**config.mk**
```make
export PLATFORM = sky130hd
export DESIGN_NAME = arm_bit_manipulation_unit
export DESIGN_NICKNAME = d
export VERILOG_FILES = /design/src/hw/rtl/abmu_pkg.sv /design/src/hw/rtl/abmu_front.sv /design/src/hw/rtl/abmu_queue.sv /design/src/hw/rtl/abmu_back.sv /design/src/hw/rtl/arm_bit_manipulation_unit.sv
export SDC_FILE = /design/constraint.sdc
export NUM_CORES = 1
export LEC_CHECK = 0
export ABC_CLOCK_PERIOD_IN_PS = 7900
export BUFFER_PORTS_ARGS = -buffer_cell sky130_fd_sc_hd__clkbuf_2
export CAP_MARGIN = 10
export CORE_MARGIN = 5
export CORE_UTILIZATION = 55
export DETAILED_ROUTE_END_ITERATION = 7
export PLACE_DENSITY = 0.8
export REMOVE_ABC_BUFFERS = 1
export SLEW_MARGIN = 10
export SYNTH_ARGS = -nofsm -noshare
export SYNTH_HDL_FRONTEND = slang
export SYNTH_SLANG_ARGS = --single-unit
```
**constraint.sdc**
```tcl
create_clock -name clk -period 7.9 [get_ports clk]
set_clock_uncertainty 0.15 [all_clocks]
set_input_delay 0 -clock clk [delete_from_list [all_inputs] [get_ports clk]]
set_output_delay 0 -clock clk [all_outputs]
set_load 0.05 [all_outputs]
```
**src/hw/rtl/abmu_pkg.sv**
```systemverilog
`timescale 1ns / 1ps

package abmu_pkg;

  // Command codes
  localparam logic [2:0] CMD_SXTB = 3'd0;
  localparam logic [2:0] CMD_SXTH = 3'd1;
  localparam logic [2:0] CMD_UXTB = 3'd2;
  localparam logic [2:0] CMD_UXTH = 3'd3;
  localparam logic [2:0] CMD_UBFX = 3'd4;
  localparam logic [2:0] CMD_SBFX = 3'd5;
  localparam logic [2:0] CMD_CLZ  = 3'd6;
  localparam logic [2:0] CMD_REV  = 3'd7;

  localparam int unsigned DATA_W   = 32;
  localparam int unsigned QUEUE_D  = 2;
  localparam int unsigned QPTR_W   = $clog2(QUEUE_D);
  localparam int unsigned QCNT_W   = $clog2(QUEUE_D + 1);

  // Input transaction
  typedef struct packed {
    logic [2:0]  command;
    logic [31:0] source_value;
    logic [4:0]  field_lsb;
    logic [5:0]  field_width;
  } in_item_t;

  // Result transaction
  typedef struct packed {
    logic [31:0] result_value;
    logic        invalid;
  } out_item_t;

  // Classified operation handed from front to back
  typedef struct packed {
    logic [2:0]  command;
    logic [31:0] source_value;
    logic [4:0]  field_lsb;
    logic [31:0] field_mask;  // low field_width ones
    logic [4:0]  sign_pos;    // field_width - 1
    logic        bad_field;   // illegal extract field
  } op_t;

  // Queue status seen by front and back
  typedef struct packed {
    logic full;
    logic empty;
  } q_stat_t;

  // Leading-zero count, binary search in five halving steps
  function automatic logic [5:0] clz32(input logic [31:0] v);
    logic [31:0] x;
    logic [4:0]  n;
    x = v;
    n = '0;
    if (x[31:16] == '0) begin n[4] = 1'b1; x = x << 16; end
    if (x[31:24] == '0) begin n[3] = 1'b1; x = x << 8;  end
    if (x[31:28] == '0) begin n[2] = 1'b1; x = x << 4;  end
    if (x[31:30] == '0) begin n[1] = 1'b1; x = x << 2;  end
    if (x[31] == 1'b0)  begin n[0] = 1'b1; end
    return (v == '0) ? 6'd32 : {1'b0, n};
  endfunction

endpackage

```
**src/hw/rtl/abmu_front.sv**
```systemverilog
`timescale 1ns / 1ps

module abmu_front (
  input  logic               clk,
  input  logic               rst_n,
  input  logic               start,
  output logic               busy,
  input  abmu_pkg::in_item_t in_item,
  input  abmu_pkg::q_stat_t  q_stat,
  output logic               push,
  output abmu_pkg::op_t      push_op
);
  import abmu_pkg::*;

  logic     vld_r, vld_nxt;
  in_item_t item_r;
  logic     take;
  logic [6:0] field_end;

  // Front holds one item; it stalls only when the queue is full
  assign busy    = vld_r & q_stat.full;
  assign take    = start & ~busy;
  assign push    = vld_r & ~q_stat.full;
  assign vld_nxt = take | (vld_r & q_stat.full);

  always_ff @(posedge clk) begin
    if (!rst_n) begin
      vld_r <= 1'b0;
    end else begin
      vld_r <= vld_nxt;
    end
  end

  always_ff @(posedge clk) begin
    if (take) begin
      item_r <= in_item;
    end
  end

  // Classify: field legality, mask and sign position
  assign field_end = {2'b00, item_r.field_lsb} + {1'b0, item_r.field_width};

  always_comb begin
    push_op.command      = item_r.command;
    push_op.source_value = item_r.source_value;
    push_op.field_lsb    = item_r.field_lsb;
    push_op.field_mask   = (32'd1 << item_r.field_width) - 32'd1;
    push_op.sign_pos     = 5'(item_r.field_width - 6'd1);
    push_op.bad_field    = ((item_r.command == CMD_UBFX) || (item_r.command == CMD_SBFX))
                           && ((item_r.field_width == 6'd0) || (field_end > 7'd32));
  end

endmodule

```
**src/hw/rtl/abmu_queue.sv**
```systemverilog
`timescale 1ns / 1ps

module abmu_queue (
  input  logic              clk,
  input  logic              rst_n,
  input  logic              push,
  input  abmu_pkg::op_t     push_op,
  input  logic              pop,
  output abmu_pkg::op_t     head_op,
  output abmu_pkg::q_stat_t q_stat
);
  import abmu_pkg::*;

  op_t               mem_r [QUEUE_D];
  logic [QPTR_W-1:0] wr_ptr_r, wr_ptr_nxt;
  logic [QPTR_W-1:0] rd_ptr_r, rd_ptr_nxt;
  logic [QCNT_W-1:0] cnt_r, cnt_nxt;

  assign q_stat.full  = (cnt_r == QCNT_W'(QUEUE_D));
  assign q_stat.empty = (cnt_r == '0);
  assign head_op      = mem_r[rd_ptr_r];

  // Pointer and count update
  always_comb begin
    wr_ptr_nxt = wr_ptr_r;
    rd_ptr_nxt = rd_ptr_r;
    cnt_nxt    = cnt_r;
    if (push) begin
      wr_ptr_nxt = (wr_ptr_r == QPTR_W'(QUEUE_D - 1)) ? '0 : wr_ptr_r + 1'b1;
    end
    if (pop) begin
      rd_ptr_nxt = (rd_ptr_r == QPTR_W'(QUEUE_D - 1)) ? '0 : rd_ptr_r + 1'b1;
    end
    if (push && !pop) begin
      cnt_nxt = cnt_r + 1'b1;
    end else if (pop && !push) begin
      cnt_nxt = cnt_r - 1'b1;
    end
  end

  always_ff @(posedge clk) begin
    if (!rst_n) begin
      wr_ptr_r <= '0;
      rd_ptr_r <= '0;
      cnt_r    <= '0;
    end else begin
      wr_ptr_r <= wr_ptr_nxt;
      rd_ptr_r <= rd_ptr_nxt;
      cnt_r    <= cnt_nxt;
    end
  end

  // Storage
  always_ff @(posedge clk) begin
    if (push) begin
      mem_r[wr_ptr_r] <= push_op;
    end
  end

endmodule

```
**src/hw/rtl/abmu_back.sv**
```systemverilog
`timescale 1ns / 1ps

module abmu_back (
  input  logic                clk,
  input  logic                rst_n,
  input  abmu_pkg::q_stat_t   q_stat,
  input  abmu_pkg::op_t       head_op,
  output logic                pop,
  output logic                out_strobe,
  output abmu_pkg::out_item_t out_item
);
  import abmu_pkg::*;

  logic      strobe_r;
  out_item_t item_r, item_nxt;
  logic [31:0] src, shifted, field;

  // Back never stalls: drain one op per cycle
  assign pop = ~q_stat.empty;
  assign src = head_op.source_value;

  // Bitfield extract datapath
  always_comb begin
    shifted = src >> head_op.field_lsb;
    field   = shifted & head_op.field_mask;
    if ((head_op.command == CMD_SBFX) && field[head_op.sign_pos]) begin
      field = field | ~head_op.field_mask;
    end
  end

  // Result select
  always_comb begin
    item_nxt.invalid = 1'b0;
    unique case (head_op.command)
      CMD_SXTB: item_nxt.result_value = {{24{src[7]}}, src[7:0]};
      CMD_SXTH: item_nxt.result_value = {{16{src[15]}}, src[15:0]};
      CMD_UXTB: item_nxt.result_value = {24'd0, src[7:0]};
      CMD_UXTH: item_nxt.result_value = {16'd0, src[15:0]};
      CMD_UBFX, CMD_SBFX: begin
        item_nxt.invalid      = head_op.bad_field;
        item_nxt.result_value = head_op.bad_field ? '0 : field;
      end
      CMD_CLZ:  item_nxt.result_value = {26'd0, clz32(src)};
      CMD_REV:  item_nxt.result_value = {src[7:0], src[15:8], src[23:16], src[31:24]};
      default:  item_nxt.result_value = '0;
    endcase
  end

  always_ff @(posedge clk) begin
    if (!rst_n) begin
      strobe_r <= 1'b0;
    end else begin
      strobe_r <= pop;
    end
  end

  always_ff @(posedge clk) begin
    if (pop) begin
      item_r <= item_nxt;
    end
  end

  assign out_strobe = strobe_r;
  assign out_item   = item_r;

endmodule

```
**src/hw/rtl/arm_bit_manipulation_unit.sv**
```systemverilog
`timescale 1ns / 1ps
// Channel   Ports                        Transaction taken when
// input     start, busy, in_item         start && !busy at a rising edge
// result    out_strobe, out_item         out_strobe high (one cycle each)
//
// An accepted item passes the front register, the two-entry queue, then
// the registered execute stage in the back part before its result shows.
// One item per cycle is sustained; the back part drains the queue every cycle.
// busy rises only if the queue is full while the front holds an item.
// Reset is synchronous, active low, and clears all valid state.
// The receiver cannot stall, so results never wait.

module arm_bit_manipulation_unit (
  input  logic                clk,
  input  logic                rst_n,
  input  logic                start,
  output logic                busy,
  input  abmu_pkg::in_item_t  in_item,
  output logic                out_strobe,
  output abmu_pkg::out_item_t out_item
);
  import abmu_pkg::*;

  q_stat_t q_stat;
  logic    push, pop;
  op_t     push_op, head_op;

  abmu_front u_front (
    .clk     (clk),
    .rst_n   (rst_n),
    .start   (start),
    .busy    (busy),
    .in_item (in_item),
    .q_stat  (q_stat),
    .push    (push),
    .push_op (push_op)
  );

  abmu_queue u_queue (
    .clk     (clk),
    .rst_n   (rst_n),
    .push    (push),
    .push_op (push_op),
    .pop     (pop),
    .head_op (head_op),
    .q_stat  (q_stat)
  );

  abmu_back u_back (
    .clk        (clk),
    .rst_n      (rst_n),
    .q_stat     (q_stat),
    .head_op    (head_op),
    .pop        (pop),
    .out_strobe (out_strobe),
    .out_item   (out_item)
  );

endmodule

```
* Word level (Yosys, flattened, before mapping)
Memory sizes are Yosys's and may differ from the RTL's. A register that Yosys moved wholly into a read port is not among the register bits.
Cells that the tools add are included.
** Cells by class
- Magnitude comparators :: 2
- $add $sub $neg :: 7
- Reduce and logical (&&, ||, !) cells :: 17
- Multiplexer cells :: 27
- Shift-type cells :: 2
- Eq/ne operators :: 10
- Bitwise operators :: 10
** Operators with widths (number)
- 32-bit 2-to-1 mux :: 10
- 32-bit case mux with 7 select lines :: 1
- 32-bit AND :: 1
- 32-bit zero test :: 1
- 32-bit NOT :: 1
- 32-bit OR :: 1
- 1-bit by 6-bit << shifter with 32-bit output, first input constant :: 1
- 32-bit by 5-bit right shift with 32-bit output :: 1
- 32-bit by 1-bit subtractor with 32-bit output, second input constant :: 1
- 3-bit == test, second input constant :: 6
- 16-bit zero test :: 1
- 1-bit 2-to-1 mux :: 12
- 8-bit zero test :: 1
- 5-bit by 6-bit adder with 7-bit output :: 1
- 7-bit by 6-bit > comparator with 1-bit output, second input constant :: 1
- 3-bit by 2-bit == test with 1-bit output, second input constant :: 2
- 6-bit zero test :: 1
- 5-bit by 6-bit < comparator with 1-bit output, second input constant :: 1
- 6-bit 2-to-1 mux :: 1
- 1-bit binary-select mux with 5-bit select :: 1
- 5-bit by 1-bit subtractor with 5-bit output, second input constant :: 1
- 1-bit logical AND :: 4
- 2-bit zero test :: 2
- 4-bit zero test :: 1
- other kinds (14) :: 21
** Storage, ports and cells
- Input bits :: 49
- Logic and storage cells :: 87
- RAM bits :: 156
- Memories :: 1
- Bits in registers :: 85
** Memories
- u_queue.mem_r :: depth 2, width 78, read ports 1, clocked after memory_dff 1, write ports 1, RTL line abmu_queue.sv:14 : op_t mem_r [QUEUE_D];

* Longest topological paths before layout
- Depth after elaboration :: 15
- Depth in mapped cells :: 16

* By module
A second synthesis with hierarchy kept.
** Unflattened totals
- Cells, all modules :: 1086
- Area, all modules :: 13699.4 um2
** By module, submodules not included
- abmu_queue :: cells each 265, sequential area each 4784.6 um2, area an instance 5924.4 um2, times used 1
- abmu_back :: cells each 502, sequential area each 1011.0 um2, area an instance 4534.3 um2, times used 1
- abmu_front :: cells each 319, sequential area each 1401.3 um2, area an instance 3240.6 um2, times used 1

* Least setup slack after synthesis
Ideal clock, no wire load.
- Path kind :: register -> register
- From :: register u_queue.cnt_r[0]
- To :: memory u_queue.mem_r[0][0] (netlist bit), enable pin
- Buffers on the path :: 0
- Setup slack :: 3.356 ns
- Setup time :: 0.516 ns
- Data required time :: 7.234 ns
- Arrival time :: 3.878 ns
- Cell stages (with the launch flop) :: 4
- Cell sequence :: dfxtp_1 -> nand2b_1 -> nand2_1 -> nor2_1
** On the way
- Word-level cells in the longest chain between the ends :: 5
** Ends and longest elaborated chain
- start: declaration :: RTL line abmu_queue.sv:17 : logic [QCNT_W-1:0] cnt_r, cnt_nxt;
- start signal: assignment :: RTL line abmu_queue.sv:49 : cnt_r <= cnt_nxt;
- 2-bit == test :: RTL line abmu_queue.sv:19 : assign q_stat.full = (cnt_r == QCNT_W'(QUEUE_D));
- 1-bit NOT :: RTL line abmu_front.sv:23 : assign push = vld_r & ~q_stat.full;
- 1-bit AND :: RTL line abmu_front.sv:23
- 1-bit 2-to-1 mux :: RTL line abmu_queue.sv:55 : if (push) begin
- 1-bit 2-to-1 mux (not written as such) :: RTL line abmu_queue.sv:56 : mem_r[wr_ptr_r] <= push_op;
- end: declaration :: RTL line abmu_queue.sv:14
Every way passes these cells.

==> results by group <==
Setup path
  • Max FO, Critical Path: 62
  • Worst reg2reg path depth: 11
  • Critical Path Stages: 11
  • Crit start category: register
  • CP required: ~8.1 ns
  • CP Class: register to register
  • Worst reg2reg setup slack: approximately 2.3 ns
  • Worst path top cell family by delay: compound AO/OA/AOI/OAI gates
  • Slowest CP cell: buf_4
  • Crit path cell chain: buf_4 > mux2_1 > nor2_1 > o32ai_1 > o21ai_0 > a31oi_1 > o22ai_1 > or4_1 > a21oi_2 > nand3_2 > o221ai_1
  • Crit path buf inv count: 1
  • Worst EP arrival: between 5 and 6 ns
  • CP Capture Type: register
  • Crit-path max cell delay: 0.72 ns

Finish
  • Area grow syn2layout: 15.36%
  • Final nets: ~1300
  • Antenna cells: 0
  • Final instance area: ~0.015 mm^2
  • Final core utilization: 0.6401
  • Fill cells: roughly 1800
  • Layout cells sized above 1: 0.1945

STA
  • Slew Limit Fails: 0
  • Setup violators final: 0
  • RSZ-0062 raised after global routing: false
  • Slew margin rel.: 0.1850
  • Measured slew at the worst slew-check pin: about 1.2 ns
  • Period utilization: 0.7041
  • Final hold viol count: 0
  • Final min period: roughly 5.6 ns
  • Final WS setup: approximately 2.3 ns
  • Fin Setup TNS: 0 ns
  • Achievable Freq: roughly 180 MHz

Yosys
  • XOR/XNOR share of the synthesized area: 0.01371
  • Post-synth EDFFs: between 200 and 250
  • Cell area after synthesis: 0.01341 mm^2
  • Mux share of post-synthesis cell area: 0.1324
  • Largest cells by area after synthesis: edfxtp_1 (53%), mux2i_1 (6.6%), mux2_2 (4.7%), nor2_1 (3.1%), nand2_1 (2.5%)
  • Post-synthesis sequential area ratio: 0.5365
  • Area share of the leading cell type in the synthesized netlist: 0.5261
  • Cells after Synth: around 1100
  • Synth Area in Adders: 0.01269
  • Synth warn: 0
  • Commonest cells in the synthesized netlist: edfxtp_1 (235), nor2_1 (110), mux2i_1 (89), nand2_1 (89), mux2_2 (56)
  • Synth Area in Compound Gates: 0.1576
  • Avg Cell Area, Syn: roughly 12 um^2
  • Yosys reg bits: ~240
  • Simple-gate area share of the yosys netlist: 0.1142
  • Combinational family with the most area after synthesis: compound AO/OA/AOI/OAI gates
  • Cell variety after synth: between 80 and 90
  • Most frequent cell after synthesis: edfxtp_1
  • Ys async rst share: 0
  • Cell taking the most area after synthesis: edfxtp_1
  • Synth Flop Type: edfxtp_1

Pwr
  • Cell area power density: approximately 370 mW/mm^2
  • VDD IR-drop max: around 0.28 mV
  • Sequential Power Share: 0.307
  • Power share of the combinational group: 0.475
  • Clock power frac: 0.219
  • Pint: ~0.0032 W
  • NetSw: 0.002521 W
  • Sw frac: 0.4395
  • Total leakage power: 5.466 nW

CTS
  • CTS tree: yes
  • Num CTS Buffers: 24
  • Root Driver: clkbuf_16
  • Clk buf depth: 3
  • Setup bufs post-CTS: 0
  • Clock-pin slew on the worst setup and hold paths: 0.06 ns
  • Clk sinks: 242
  • Htree depth: 1
  • Clk Latency, worst-skew pair: around 0.55 ns

Die
  • Die height: approximately 170 um
  • Core region area: ~0.024 mm^2
  • Starting Density: 0.5548
  • Total die area: 0.02761 mm^2
  • Horiz. Die Dim: around 170 um
  • # rows: 57
  • IO Count: 84

Global route
  • Initial antenna violation count: 1
  • Congestion Overflow GR: 0
  • Vias in the first global route: between 10000 and 15000
  • First-pass GRT wire length: 69150 um
  • Tot GR Track Use: 0.3314
  • Largest net degree at the start of global routing: 79

Route
  • Iteration-0 DRC Markers: 1411
  • Routed WL: roughly 47000 um
  • # DRC: 0
  • Vias/cell: between 6 and 7
  • WL per Instance: 29.45 um
  • Detailed Routing Iterations Pass 1: 7
  • Via count: approximately 11000
  • Routed Antenna Nets: 0

Placement
  • DP Area: about 0.014 mm^2
  • Post-DP HPWL: approximately 34000 um
  • Pre-CTS setup slack: about 2.5 ns
  • # port buffers: 83
  • Placer Congestion: 1.080

Status
  • Status: finished, final reports clean

Run
  • Total of max-cap violations: 0

Worst hold path
  • HP Class: input pin to register
  • Cell depth of the worst hold path: 2
-- flip-flops by register name, summed over array words and instances, names as in the netlist, 2 cells and up, named ones only --
name and flops:
u_front.item_r 6, u_back.out_item 33, u_queue.cnt_r 2, u_queue.mem_r 156, u_front.push_op 40
-- worst register-to-register path: stages (launching register included) --
cell and delay (ns):
dfxtp_4 0.56, buf_4 0.72, mux2_1 0.72, nor2_1 0.12, o32ai_1 0.44, o21ai_0 0.17, a31oi_1 0.53, o22ai_1 0.12
or4_1 0.45, a21oi_2 0.18, nand3_2 0.71, o221ai_1 0.50
-- cells in the final DEF (no fill, tap or decap), drive strengths merged, types with 8 or more instances in the layout --
master,count
inv,27
edfxtp,235
xor2,11
mux2,65
a211oi,17
a221oi,15
nor3,25
ha,12
o211ai,20
o32ai,13
and2,9
nor2,110
mux2i,95
a31oi,9
o21ai,67
dlygate4sd3,49
nand4,9
xnor2,10
clkbuf,113
buf,20
nand2,89
a21o,8
a21oi,36
nand3,28
o22ai,34
-- path summary, 6_finish.rpt --
check,startpoint,end
max,register,u_back.out_item[25]$_DFFE_PN_
min,in_item[19],u_front.push_op[51]$_DFFE_PP_
max reg2reg,register,u_back.out_item[25]$_DFFE_PN_
min reg2reg,u_front.push_op[61]$_DFFE_PP_,u_queue.mem_r[1][61]$_DFFE_PP_
-- cells by family (layout without fill, tap and decap cells) --
| kind of cell | Yosys count | in the layout |
|---|---|---|
| simple gates | 326 | 326 |
| compound gates | 295 | 295 |
| flops | 242 | 242 |
| mux | 161 | 161 |
| buf+inv | 85 | 222 |
| xor+xnor | 21 | 21 |
| fa+ha+maj | 13 | 13 |
-- layout make-up --
| type | count | area, um^2 | area share |
|---|---|---|---|
| Sequential cell | 242 | 7201 | 0.4653 |
| Multi-Input combinational cell | 816 | 5828 | 0.3766 |
| Timing Repair Buffer | 152 | 1056 | 0.06824 |
| Clock buffer | 30 | 653.1 | 0.04221 |
| Tap cell | 324 | 405.4 | 0.02620 |
| Clock inverter | 14 | 234.0 | 0.01512 |
| Inverter | 26 | 97.59 | 0.006307 |
-- layer usage --
layer | track usage | up-vias | wire [um]
met5 | 0 | - | 13
met4 | 0.1582 | 2 | 2727
met3 | 0.07308 | 148 | 5145
met2 | 0.4982 | 772 | 20630
met1 | 0.4605 | 5393 | 18710
li1 | - | 4719 | -
-- power groups by stage --
stage / combinational, W / sequential (W) / clock, W
after floorplan: 0.00139 / 0.00211 / 0
final: 0.00272 / 0.00176 / 0.00125
after global routing: 0.00279 / 0.00177 / 0.00133
after CTS: 0.00261 / 0.00176 / 0.00127
after detailed placement: 0.00258 / 0.00178 / 0
after global placement: 0.00261 / 0.00178 / 0
-- metrics by stage --
stage | total power (W) | hold WS, ns | std cells
final | 0.005736 | 0.01718 | 1604
after global routing | 0.005896 | 0.009138 | 1604
after global placement | 0.004384 | 0.02635 | 1511
after CTS | 0.005640 | 0.001687 | 1604
after detailed placement | 0.004362 | 0.02862 | 1511
after floorplan | 0.003502 | -0.05113 | 1084
-- what timing repair did --
action,4_1_cts,5_1_grt
gates resized for setup,0,0
hold buffers,49,0
hold endpoints to repair,53,0
Note: power is estimated with default switching activity, not from simulation.
